File: config.mk
export PLATFORM = sky130hd
export DESIGN_NAME = tphi_lane
export DESIGN_NICKNAME = d
export VERILOG_FILES = /design/src/tphi_pkg.sv /design/src/tphi_lane.sv
export SDC_FILE = /design/constraint.sdc
export NUM_CORES = 2
export LEC_CHECK = 0
export ABC_AREA = 1
export BUFFER_PORTS_ARGS = -buffer_cell sky130_fd_sc_hd__buf_2
export CAP_MARGIN = 20
export CORE_MARGIN = 2
export CORE_UTILIZATION = 29
export DETAILED_ROUTE_END_ITERATION = 8
export GPL_TIMING_DRIVEN = 0
export SETUP_SLACK_MARGIN = 0.05
export SLEW_MARGIN = 20
export SYNTH_ARGS = -nofsm -noshare
export SYNTH_HDL_FRONTEND = slang
export SYNTH_SLANG_ARGS = --single-unit
File: constraint.sdc
create_clock -name clk -period 8.32 [get_ports clk]
set_clock_uncertainty 0.05 [all_clocks]
set_input_delay 0.832 -clock clk [delete_from_list [all_inputs] [get_ports clk]]
set_output_delay 0.832 -clock clk [all_outputs]
set_load 0.005 [all_outputs]
File: src/tphi_pkg.sv
`timescale 1ns / 1ps
`default_nettype none
package tphi_pkg;
  localparam int DefDepth = 4096;
  localparam int DefComps = 6;
  localparam int NumComps = 6;
  localparam int StampW = 48;
  localparam int PoseW = 32;
  localparam int IdxW = 12;
  localparam logic [1:0] OpRecord = 2'd0;
  localparam logic [1:0] OpQuery = 2'd1;
  localparam logic [1:0] OpClear = 2'd2;

  typedef struct packed {
    logic [1:0] op;
    logic [StampW-1:0] stamp;
    logic signed [PoseW-1:0] pose_c0;
    logic signed [PoseW-1:0] pose_c1;
    logic signed [PoseW-1:0] pose_c2;
    logic signed [PoseW-1:0] pose_c3;
    logic signed [PoseW-1:0] pose_c4;
    logic signed [PoseW-1:0] pose_c5;
  } req_t;

  typedef struct packed {
    logic signed [PoseW-1:0] out_c0;
    logic signed [PoseW-1:0] out_c1;
    logic signed [PoseW-1:0] out_c2;
    logic signed [PoseW-1:0] out_c3;
    logic signed [PoseW-1:0] out_c4;
    logic signed [PoseW-1:0] out_c5;
    logic no_history;
    logic [IdxW-1:0] found_index;
  } rsp_t;
endpackage
`default_nettype wire

File: src/tphi_lane.sv
`timescale 1ns / 1ps
`default_nettype none
module tphi_lane
  import tphi_pkg::*;
(
  input  wire logic clk,
  input  wire logic start,
  input  wire logic interp,
  input  wire logic signed [PoseW-1:0] pa,
  input  wire logic signed [PoseW-1:0] pb,
  input  wire logic signed [18:0] frac,
  output logic signed [PoseW-1:0] res
);
  logic signed [PoseW:0] diff;
  logic signed [PoseW-1:0] pa_hold;
  logic signed [52:0] prod;
  logic signed [37:0] stepv;
  logic signed [38:0] sum;
  logic interp_hold;
  always_ff @(posedge clk) begin
    if (start) begin
      diff <= {pb[PoseW-1], pb} - {pa[PoseW-1], pa};
      pa_hold <= pa;
      interp_hold <= interp;
    end
    prod <= frac * diff + 53'sd32768;
  end
  always_comb begin
    stepv = {prod[52], prod[52:16]};
    sum = {{7{pa_hold[PoseW-1]}}, pa_hold} + {stepv[37], stepv};
    if (!interp_hold) res = pa_hold;
    else if (sum > 39'sd2147483647) res = 32'sh7fffffff;
    else if (sum < -39'sd2147483648) res = 32'sh80000000;
    else res = sum[PoseW-1:0];
  end
endmodule
`default_nettype wire

# After elaboration in Yosys (flattened, before gate mapping)
# Cells that the tools add are included.
[classes] magnitude_cmp=2 mul=1 add_sub_neg=3 muxes=3
[ops] op="two-way mux 32 bit" n=3
[ops] op="adder 52 x 17 -> 53 bit (second input constant)" n=1
[ops] op="multiplier 19 x 33 -> 52 bit" n=1
[ops] op="adder 32 x 37 -> 38 bit" n=1
[ops] op="> comparator 38 x 32 -> 1 bit (second input constant)" n=1
[ops] op="< comparator 38 x 32 -> 1 bit (second input constant)" n=1
[ops] op="subtractor 32 x 32 -> 33 bit" n=1
[word_totals] elab_cells=13 input_bits=86 output_inout_bits=32 reg_bits=119

# Depth between registers and ports, before layout
[logic_depth] word_depth=5 depth_mapped=28 mapped_depth_nobuf=26

# Worst setup path after synthesis
# No wires, ideal clock.
[synth_path] kind="input port to flip-flop" start="input port frac[2]" end="register prod[51]" arrival_ns=6.412 n_path_buf=2 t_required_ns=8.158 cell_stages=21 setup_time_ns=0.112 path_slack_ns=1.746 cell_sequence="clkbuf_1 clkbuf_1 nand2_1 fa_1 fa_1 fa_1 inv_1 fa_1 fa_1 fa_1 ha_1 ha_1 nand2_1 nor2_1 inv_1 nor2_1 inv_1 nor3_1 nor3_1 nand3_1 nand2_1"
[synth_between] elab_chain_cells=2
[synth_lines] item="start: declaration" line_no="tphi_lane.sv:11" text="input wire logic signed [18:0] frac,"
[synth_lines] item="multiplier 19 x 33 -> 52 bit" line_no="tphi_lane.sv:26" text="prod <= frac * diff + 53'sd32768;"
[synth_lines] item="adder 52 x 17 -> 53 bit" line_no="tphi_lane.sv:26"
[synth_lines] item="end signal: assignment" line_no="tphi_lane.sv:26"
[synth_lines] item="end: declaration" line_no="tphi_lane.sv:16" text="logic signed [52:0] prod;"
# Every way passes these cells.
# A chain may end at the register's enable or synchronous reset.

# Final worst setup path
# Ends and elaborated chain as after synthesis.

==> results.json <==
{
  "final_net_count": 4888,
  "setup.worst_path.end_class": "register",
  "routed_length_per_instance_um": 17.9,
  "globalRouteTotalUtil": 0.181,
  "grt_start_max_net_pins": 52,
  "cp_slowest_cell": "sky130_fd_sc_hd__fa_1",
  "timing.critical_path.buf_inv": 6,
  "synth.net_count": 4777,
  "drc": 0,
  "timing.critical_path.required_ns": 8.53,
  "clk_transition_reported_paths_ns": 0.07,
  "via_count_of_the_first_global_routing_pass": 25005,
  "route.antenna.remaining_nets": 0,
  "fmaxAchievable_mhz": 125,
  "async_reset_ff_frac": 0,
  "outcome": "finished, final reports clean",
  "drive_above_1_share": 0.0497,
  "cts-htree-levels": 3,
  "worst_ep_arrival_time_ns": 8.21,
  "syn-instance-count": 3871,
  "initial_core_util": 0.292,
  "worst_setup_path_start_kind": "primary input",
  "post-cts-setup-buffers": 0,
  "cts_tree": "done",
  "dp_hpwl_mm": 84.3,
  "synth.cell_area_mm2": 0.0302,
  "tightest_slew_margin_relative_to_the_limit": 0.306,
  "worstSkewPairLatency_ns": 0.37,
  "initial_antenna_violation_count": 6,
  "critical-path-max-stage-delay_ns": 0.87,
  "port-buffer-count": 100,
  "critPathTopFamily": "adder cells",
  "synth_top_cell_area_share": 0.407,
  "worst_max_slew_pin_slew_ns": 1.04,
  "finalCritPeriodShare": 0.961,
  "count_of_state_elements_after_synthesis": 103,
  "postCtsResizedCells": 0,
  "worstPathCellList": "clkbuf_1, clkbuf_1, nand2_1, fa_1, fa_1, fa_1, inv_1, fa_1, inv_1, fa_1, fa_1, inv_1, ha_1, ha_1, inv_1, nor3_1, nand2_1, nor3_1, nor3_1, nand3_1, nand2_1",
  "die-height_um": 327,
  "cts_buffers": 9,
  "drtPass1Iterations": 6,
  "synth_top_cells_by_area": "sky130_fd_sc_hd__fa_1, sky130_fd_sc_hd__inv_1, sky130_fd_sc_hd__nand2_1, sky130_fd_sc_hd__ha_1, sky130_fd_sc_hd__edfxtp_1",
  "post_drt_via_cell_ratio": 4.62,
  "synthDominantAreaCellType": "sky130_fd_sc_hd__fa_1",
  "first_pass_grt_wire_length_mm": 146,
  "numClockSinks": 103,
  "filler_cell_count": 11168,
  "setup_viol": 0,
  "synth_enable_flop_cells": 66,
  "die-area_mm2": 0.107,
  "finalWeightedCongestion": 0.925,
  "timing.final.hold_violations": 0,
  "rsz0062_at_grt": "false",
  "wirelength_mm": 95.9,
  "setup-tns-final_ns": 0,
  "synth_sequential_area_ratio": 0.0901,
  "synth_commonest_cells": "sky130_fd_sc_hd__inv_1, sky130_fd_sc_hd__nand2_1, sky130_fd_sc_hd__fa_1",
  "yosysMostFrequentCell": "sky130_fd_sc_hd__inv_1",
  "worstHoldPathType": "in -> reg",
  "synth.avg_cell_area_um2": 7.80,
  "final_critical_path_required_period_ns": 8.00,
  "drt_iter0_markers": 1948,
  "cts_root_buffer": "sky130_fd_sc_hd__clkbuf_16",
  "synth-warning-count": 0,
  "rows": 118,
  "ys_types": 49,
  "finalMaxSlewViolations": 0,
  "criticalPathCategory": "in -> reg",
  "post_cts_hold_buffer_count": 0,
  "max_cap_viol_count": 0,
  "flow.area_growth_from_synthesis_pct": 8.38,
  "top_level_ports": 118,
  "core-area_mm2": 0.103,
  "routed_vias": 24823,
  "critPathMostFrequentCell": "sky130_fd_sc_hd__fa_1",
  "synth_top_flop_cell": "sky130_fd_sc_hd__edfxtp_1",
  "path_max_fanout": 10,
  "buffer_levels_on_the_longest_clock_path": 2,
  "overflow_after_grt": 0,
  "die_width_um": 327
}
-- placed cells by master, fill, tap and decap left out, drive strengths merged, types with 13 or more instances in the layout --
| cell | count |
|---|---|
| nand3 | 61 |
| a31oi | 19 |
| nor3 | 18 |
| ha | 206 |
| buf | 126 |
| edfxtp | 66 |
| dfxtp | 37 |
| a21oi | 184 |
| clkbuf | 136 |
| nand4 | 13 |
| nand2 | 983 |
| nor2 | 219 |
| o21ai | 76 |
| xor2 | 66 |
| fa | 614 |
| inv | 1060 |
| xnor2 | 32 |
-- routing by layer --
layer,up-vias,global-route usage,routed length (µm),part of all wire
met3,138,0.0397,7950,0.083
li1,11474,-,-,-
met4,4,0.0508,3010,0.031
met1,12346,0.240,40100,0.42
met5,-,0,27,0.00028
met2,861,0.297,44800,0.47
-- stage by stage --
stage                     hold slack, ns   util  std cells  worst slack (ns)  cell area [µm²]
after detailed placement           0.963  0.314       5352             0.165            32500
after CTS                          0.578  0.317       5368             0.432            32700
after global routing               0.579  0.317       5368            0.0660            32700
final                              0.595  0.317       5369             0.325            32700
after global placement             0.961  0.314       5351             0.156            32400
after floorplan                    0.881      -       3871              1.75            30200
-- layout make-up --
class                   count  area [µm²]  area share
multi-input cells        2561       22900       0.700
inverters                1056        3960       0.121
flip-flops and latches    103        2720      0.0832
well taps                1380        1730      0.0528
plain buffers             150         611      0.0187
repair buffers            101         531      0.0162
clock buffers              11         233     0.00711
clock inverters             5        40.0     0.00122
diodes                      2        5.00    0.000153
-- registers in the layout, summed over array words and instances (netlist names) --
register     flops
diff            33
pa_hold         32
interp_hold      1
prod            37
-- cells by family after synthesis --
kind of cell,count (synthesis),synth area share
xor+xnor,98,0.0284
flops,103,0.0901
simple gates,1318,0.174
compound gates,325,0.0631
fa+ha+maj,820,0.492
buf+inv,1207,0.152
-- worst reg2reg max path, cell delays in order, from the launching register on --
cell,delay (ns)
sky130_fd_sc_hd__edfxtp_1,0.75
sky130_fd_sc_hd__clkbuf_1,0.55
sky130_fd_sc_hd__nand2_1,0.22
sky130_fd_sc_hd__fa_1,0.75
sky130_fd_sc_hd__fa_1,0.51
sky130_fd_sc_hd__fa_1,0.87
sky130_fd_sc_hd__inv_1,0.29
sky130_fd_sc_hd__fa_1,0.54
sky130_fd_sc_hd__inv_1,0.05
sky130_fd_sc_hd__fa_1,0.46
sky130_fd_sc_hd__fa_1,0.52
sky130_fd_sc_hd__inv_1,0.05
sky130_fd_sc_hd__ha_1,0.27
sky130_fd_sc_hd__ha_1,0.38
sky130_fd_sc_hd__inv_1,0.10
sky130_fd_sc_hd__nor3_1,0.38
sky130_fd_sc_hd__nand2_1,0.21
sky130_fd_sc_hd__nor3_1,0.51
sky130_fd_sc_hd__nor3_1,0.14
sky130_fd_sc_hd__nand3_1,0.11
sky130_fd_sc_hd__nand2_1,0.06
-- path summary, 6_finish.rpt --
check | from | endpoint | slack, ns | depth (start not counted)
worst max register to register | diff[32]$_DFFE_PP_ | prod[51]$_DFF_P_ | 0.41 | 20
worst max-delay path | frac[2] | prod[51]$_DFF_P_ | 0.32 | 21
worst min register to register | diff[1]$_DFFE_PP_ | prod[23]$_DFF_P_ | 1.44 | 9
worst min-delay path | interp | interp_hold$_DFFE_PP_ | 0.59 | 1
Power is not shown: default switching activity piles up to over one toggle a cycle in this logic, so the estimate is an artifact.
