**src/tphi_pkg.sv**
```systemverilog
`timescale 1ns / 1ps
`default_nettype none
package tphi_pkg;
  localparam int DefDepth = 4096;
  localparam int DefComps = 6;
  localparam int NumComps = 6;
  localparam int StampW = 48;
  localparam int PoseW = 32;
  localparam int IdxW = 12;
  localparam logic [1:0] OpRecord = 2'd0;
  localparam logic [1:0] OpQuery = 2'd1;
  localparam logic [1:0] OpClear = 2'd2;

  typedef struct packed {
    logic [1:0] op;
    logic [StampW-1:0] stamp;
    logic signed [PoseW-1:0] pose_c0;
    logic signed [PoseW-1:0] pose_c1;
    logic signed [PoseW-1:0] pose_c2;
    logic signed [PoseW-1:0] pose_c3;
    logic signed [PoseW-1:0] pose_c4;
    logic signed [PoseW-1:0] pose_c5;
  } req_t;

  typedef struct packed {
    logic signed [PoseW-1:0] out_c0;
    logic signed [PoseW-1:0] out_c1;
    logic signed [PoseW-1:0] out_c2;
    logic signed [PoseW-1:0] out_c3;
    logic signed [PoseW-1:0] out_c4;
    logic signed [PoseW-1:0] out_c5;
    logic no_history;
    logic [IdxW-1:0] found_index;
  } rsp_t;
endpackage
`default_nettype wire

```
**src/tphi_div.sv**
```systemverilog
`timescale 1ns / 1ps
`default_nettype none
module tphi_div
  import tphi_pkg::*;
(
  input  wire logic clk,
  input  wire logic rst,
  input  wire logic start,
  input  wire logic signed [StampW:0] num,
  input  wire logic signed [StampW:0] den,
  output logic busy,
  output logic signed [18:0] frac
);
  logic [StampW:0] num_abs, den_abs;
  logic [StampW:0] rem;
  logic [StampW-1:0] dv;
  logic [16:0] quo;
  logic [4:0] cnt;
  logic neg, sat;
  logic [StampW:0] sh;
  logic [StampW+1:0] trial;

  assign num_abs = num[StampW] ? -num : num;
  assign den_abs = den[StampW] ? -den : den;

  always_comb begin
    sh = (cnt == 5'd0) ? rem : {rem[StampW-1:0], 1'b0};
    trial = {1'b0, sh} - {2'b00, dv};
  end

  always_ff @(posedge clk) begin
    if (rst) begin
      busy <= 1'b0;
    end else if (start) begin
      busy <= 1'b1;
      cnt <= 5'd0;
      rem <= num_abs;
      dv <= den_abs[StampW-1:0];
      neg <= num[StampW] ^ den[StampW];
      sat <= num_abs >= {den_abs[StampW-1:0], 1'b0};
      quo <= '0;
    end else if (busy) begin
      cnt <= cnt + 5'd1;
      rem <= trial[StampW+1] ? sh : trial[StampW:0];
      quo <= {quo[15:0], !trial[StampW+1]};
      if (cnt == 5'd16) busy <= 1'b0;
    end
  end

  always_comb begin
    if (sat) frac = neg ? -19'sd131072 : 19'sd131071;
    else if (neg) frac = -$signed({2'b00, quo});
    else frac = $signed({2'b00, quo});
  end
endmodule
`default_nettype wire

```
**config.mk**
```make
export PLATFORM = sky130hd
export DESIGN_NAME = tphi_div
export DESIGN_NICKNAME = d
export VERILOG_FILES = /design/src/tphi_pkg.sv /design/src/tphi_div.sv
export SDC_FILE = /design/constraint.sdc
export NUM_CORES = 1
export LEC_CHECK = 0
export CAP_MARGIN = 20
export CORE_AREA = 3 3 146 148
export CTS_CLUSTER_DIAMETER = 50
export DETAILED_ROUTE_END_ITERATION = 12
export DIE_AREA = 0 0 149 151
export DONT_BUFFER_PORTS = 1
export GPL_TIMING_DRIVEN = 0
export PLACE_DENSITY = 0.78
export SETUP_SLACK_MARGIN = 0.02
export SLEW_MARGIN = 5
export SYNTH_ARGS = -nofsm -noshare
export SYNTH_HDL_FRONTEND = slang
export SYNTH_SLANG_ARGS = --single-unit
```
**constraint.sdc**
```tcl
create_clock -name clk -period 5.2 [get_ports clk]
set_clock_uncertainty 0.15 [all_clocks]
set_input_delay 1.56 -clock clk [delete_from_list [all_inputs] [get_ports clk]]
set_output_delay 1.56 -clock clk [all_outputs]
set_load 0.1 [all_outputs]
```
# Word level (Yosys, flattened, before mapping)
# Index checks and enable logic that the tools add are counted.
op_classes:
  n_addsub: 5
  magnitude_cmp: 1
  eq_ne: 1
  n_mux: 14
  bitwise: 2
  n_reduce_logical: 5
op_table:
  columns: ["cell", "n"]
  rows:
  - ["$mux 49", 5]
  - ["$mux 19", 3]
  - ["$sub 49x48->50", 1]
  - ["$ge 49x49->1", 1]
  - ["$neg 49->49", 1]
  - ["$mux 48", 1]
  - ["$neg 48->48", 1]
  - ["$neg 17->19", 1]
  - ["$mux 17", 1]
  - ["$add 5x1->5 const B", 1]
  - ["$eq 5x5->1 const B", 1]
  - ["$logic_not 5->1", 1]
  - ["$mux 5", 1]
  - ["$reduce_and 2->1", 2]
  - ["$mux 1", 3]
  - ["$reduce_bool 2->1", 1]
  - ["$logic_not 1->1", 1]
  - ["$not 1->1", 1]
  - ["$xor 1x1->1", 1]
word_totals:
  reg_bits: 122
  input_bits: 101
  output_inout_bits: 20
  wordCells: 35

# Longest topological paths before layout
depth:
  depth_word: 6
  ltp_mapped: 21
  depth_no_buf: 19

# Worst setup path after synthesis
# OpenSTA, ideal clock, no wires.
synth_timing:
  path_kind: "reg2out"
  from: "register quo[1]"
  to: "output port frac[12]"
  arrival_time_ns: 4.410
  required_ns: 3.490
  setup_slack_ns: -0.920
  path_stages_with_launch: 8
  cell_sequence: "edfxtp_1 -> inv_1 -> ha_1 -> nand2b_1 -> nor4_1 -> nand2_1 -> nor3_1 -> o311ai_0"
synth_between:
  elab_chain_cells: 3
synth_lines:
  columns: ["item", "line", "source"]
  rows:
  - ["start: declaration", "tphi_div.sv:17", "logic [16:0] quo;"]
  - ["start signal: assignment", "tphi_div.sv:45", "quo <= {quo[15:0], !trial[StampW+1]};"]
  - ["$neg 17->19", "tphi_div.sv:52", "else if (neg) frac = -$signed({2'b00, quo});"]
  - ["$mux 19", "tphi_div.sv:52", null]
  - ["$mux 19", "tphi_div.sv:51", "if (sat) frac = neg ? -19'sd131072 : 19'sd131071;"]
  - ["end: declaration", "tphi_div.sv:12", "output logic signed [18:0] frac"]
# Every way passes these cells.

# Worst setup path after layout
layout_timing:
  from: "input port num[5]"
  to: "register sat (data pin)"
layout_between:
  elab_chain_cells: 3
layout_lines:
  columns: ["item", "line", "source"]
  rows:
  - ["start: declaration", "tphi_div.sv:9", "input wire logic signed [StampW:0] num,"]
  - ["$neg 49->49", "tphi_div.sv:23", "assign num_abs = num[StampW] ? -num : num;"]
  - ["$mux 49 (*)", "tphi_div.sv:23", null]
  - ["$ge 49x49->1 (*)", "tphi_div.sv:40", "sat <= num_abs >= {den_abs[StampW-1:0], 1'b0};"]
  - ["end signal: assignment", "tphi_div.sv:40", null]
  - ["end: declaration", "tphi_div.sv:19", "logic neg, sat;"]
# Mark *: on every way between the ends. The rest lies on a longest branch, timed or not.
# A chain may end at the register's enable or synchronous reset.

==> flow_summary.json <==
{
  "ctsHoldBuffers": 0,
  "final-setup-viol-count": 1,
  "hp-class": "flop to flop",
  "endpoint": "sat$_DFFE_PP_",
  "drive_gt1_share_pct": 14.37,
  "vdd_ir_drop_max_uv": 253.7,
  "antenna_cells": 0,
  "grtUsageTotal_pct": 31.90,
  "slowest_delay_ns": 0.55,
  "routedWlPerCell_um": 20.89,
  "end_kind": "flop",
  "netlist_area_sq_um": 12040,
  "tightest_slew_ns": 1.102,
  "die_w_um": 149,
  "coreArea_sq_um": 20170,
  "root_buffer": "clkbuf_16",
  "worstSetupStartpointType": "input pin",
  "rrSetupSlack_ns": 0.14,
  "reg2reg_to": "rem[30]$_DFFE_PP_",
  "post-dp-hpwl_um": 28370,
  "synth-edff-count": 121,
  "grt_pass1_wl_um": 55750,
  "fp.dieH_um": 151,
  "r2r_cells": 21,
  "initial_core_util_pct": 59.70,
  "period_share_pct": 104.3,
  "layout.nets": 1658,
  "clk_pin_slew_ns": 0.06,
  "cts_max_path_buffers": 2,
  "io_buffers": 0,
  "drv_slew": 0,
  "clk_latency_ns": 0.43,
  "htreeDepth": 4,
  "crit_type": "input pin to flop",
  "p_total_w": 0.004378,
  "via_per_inst": 6.403,
  "grt_start_max_net_pins": 37,
  "synth.avg_cell_area_sq_um": 8.588,
  "cts_buffers": 17,
  "critPathMaxFanout": 6,
  "reg2reg_from": "cnt[0]$_SDFFCE_PP0P_",
  "vias": 11128,
  "layout_commonest_cell": "nand2_1",
  "syn_inst": 1402,
  "cp-startpoint": "num[5]",
  "antenna_left": 0,
  "worstPathCellList": "or4_4, nor4_4, nand3_1, or3_4, nand2b_4, nand2b_4, o41ai_4, xnor2_1, ha_1, a21oi_2, nor2b_1, o21ai_1, nand2b_1, a21oi_2, nor2b_1, o21ai_1, o311ai_2, a221o_1",
  "gp_congestion": 0.9655,
  "synthArstFlopShare_pct": 0,
  "ys_types": 70,
  "first_pass_iters": 6,
  "power_density_nw_per_um2": 314.6,
  "failed_checks": "setup timing",
  "wirelength_um": 36310,
  "critical_path_required_ns": 5.20,
  "critPathArrivalTime_ns": 5.42,
  "status": "complete, but fails checks",
  "finalHoldViolations": 0,
  "grt-ovfl-total": 0,
  "yosysWarningCount": 0,
  "clock_sinks": 122,
  "rows": 52,
  "timing.setup.tns_ns": -0.2259,
  "timing.hold.ws_ns": 0.4399,
  "grt_pass1_vias": 10410,
  "synth_nets": 1605,
  "drv_cap": 0,
  "ys_seq_area_share_pct": 30.34,
  "mostFrequentLayoutCells": "nand2_1, edfxtp_1, inv_1",
  "layout_setup_ws_ns": -0.2259,
  "fmax_ghz": 0.1843,
  "cp_slowest_cell": "or4_4",
  "antenna_found_initial": 1,
  "p_leak_nw": 5.535,
  "io_pins": 121,
  "first_iter_violations": 1219,
  "synth_seq_cells": 122,
  "die_area_sq_um": 22500,
  "fin_crit_ns": 5.426,
  "max-slew-margin-rel_pct": 26.36,
  "cts_tree": "built",
  "synth_ff_type": "edfxtp_1",
  "grt_setup_unrepaired": "true",
  "syn2layout_area_growth_pct": 15.58,
  "drc": 0
}
-- cells by family after synthesis --
| family | count (synthesis) | synth area share (%) |
|---|---|---|
| buf+inv | 173 | 5.414 |
| flops | 122 | 30.34 |
| simple gates | 417 | 16.96 |
| mux | 58 | 5.352 |
| compound gates | 387 | 20.87 |
| xor+xnor | 143 | 10.40 |
| fa+ha+maj | 102 | 10.66 |
-- routing by layer --
layer | GRT usage (%) | up-vias | routed length [um]
met5 | 0 | - | 13
met4 | 9.108 | 2 | 875
met3 | 8.887 | 78 | 4379
met2 | 48.50 | 678 | 15670
met1 | 44.79 | 5152 | 15360
li1 | - | 5218 | -
-- worst max-delay path, delay by kind of cell --
family | cells | cell delay, ns
AND/OR/NAND/NOR | 9 | 2.03
AO/OA/AOI/OAI | 7 | 1.33
adder cells (fa/ha/maj) | 1 | 0.30
XOR/XNOR | 1 | 0.19
-- per-stage QoR --
| step | instance area (sq um) | instances | setup WS, ns | util, % |
|---|---|---|---|---|
| 2_1_floorplan | 12090 | 1402 | -0.7630 | - |
| 3_3_place_gp | 12430 | 1672 | -2.069 | 61.63 |
| 3_5_place_dp | 12730 | 1681 | -2.117 | 63.10 |
| 4_1_cts | 13740 | 1730 | -0.08390 | 68.11 |
| 5_1_grt | 13920 | 1738 | -0.3754 | 68.99 |
| 6_report | 13920 | 1738 | -0.2259 | 68.99 |
-- what timing repair did --
| action | 4_1_cts | 5_1_grt |
|---|---|---|
| pin swaps | 24 | 11 |
| resized for setup | 64 | 37 |
| buffers inserted | 19 | 10 |
| setup endpoints to repair | 53 | 53 |
-- registers in the layout, summed over array words and instances (netlist names) --
| name | count |
|---|---|
| rem | 49 |
| dv | 48 |
| quo | 17 |
| cnt | 5 |
| busy | 1 |
| neg | 1 |
| sat | 1 |
-- report_power, final --
group	internal [W]	total (W)	switching [W]
registers	0.00122	0.00127	0.0000564
clock network	0.000755	0.00121	0.000459
logic	0.000712	0.00189	0.00118
-- area by class of cell --
cell class | count | area (sq um)
multi-input cells | 1107 | 8199
fillers | 1561 | 6254
flip-flops and latches | 122 | 3654
inverters | 118 | 442.9
clock buffers | 18 | 429.2
repair buffers | 38 | 407.9
well taps | 270 | 337.8
plain buffers | 51 | 274.0
clock inverters | 14 | 171.4
-- worst min-delay path by stage --
stage | cells past startpoint | end | from | slack (ns)
after floorplan | 1 | busy$_SDFF_PP0_ | cnt[4]$_SDFFCE_PP0P_ | 0.33
after global placement | 1 | busy$_SDFF_PP0_ | cnt[4]$_SDFFCE_PP0P_ | 0.37
after detailed placement | 1 | busy$_SDFF_PP0_ | cnt[4]$_SDFFCE_PP0P_ | 0.36
after CTS | 1 | busy$_SDFF_PP0_ | cnt[4]$_SDFFCE_PP0P_ | 0.44
after global routing | 1 | busy$_SDFF_PP0_ | cnt[4]$_SDFFCE_PP0P_ | 0.47
final | 1 | busy$_SDFF_PP0_ | cnt[4]$_SDFFCE_PP0P_ | 0.44
-- synthesized netlist by cell type, drive strengths merged, types with 2 or more instances --
cell type	count	share of area, %
a211oi	7	0.44
a21boi	2	0.12
a21o	28	1.7
a21oi	112	4.7
a221o	9	0.75
a2bb2oi	3	0.22
a311oi	3	0.22
a31o	2	0.15
a31oi	18	0.94
and2	9	0.47
and3	10	0.52
buf	4	0.15
clkbuf	51	1.6
edfxtp	121	30
ha	101	10
inv	117	3.6
mux2	51	4.8
mux2i	7	0.58
nand2	131	4.1
nand2b	19	0.99
nand3	24	1.0
nand4	15	0.78
nor2	98	3.1
nor2b	30	1.6
nor3	26	1.1
nor4	10	0.64
o211a	2	0.17
o211ai	10	0.62
o21a	8	0.50
o21ai	96	4.0
o21bai	5	0.31
o22ai	4	0.21
o311ai	7	0.51
o31a	9	0.65
o31ai	30	2.0
o41a	2	0.19
o41ai	20	1.7
or2	8	0.42
or3	20	1.2
or4	13	0.90
xnor2	90	6.5
xor2	53	3.9
(Power assumes the default switching activity.)
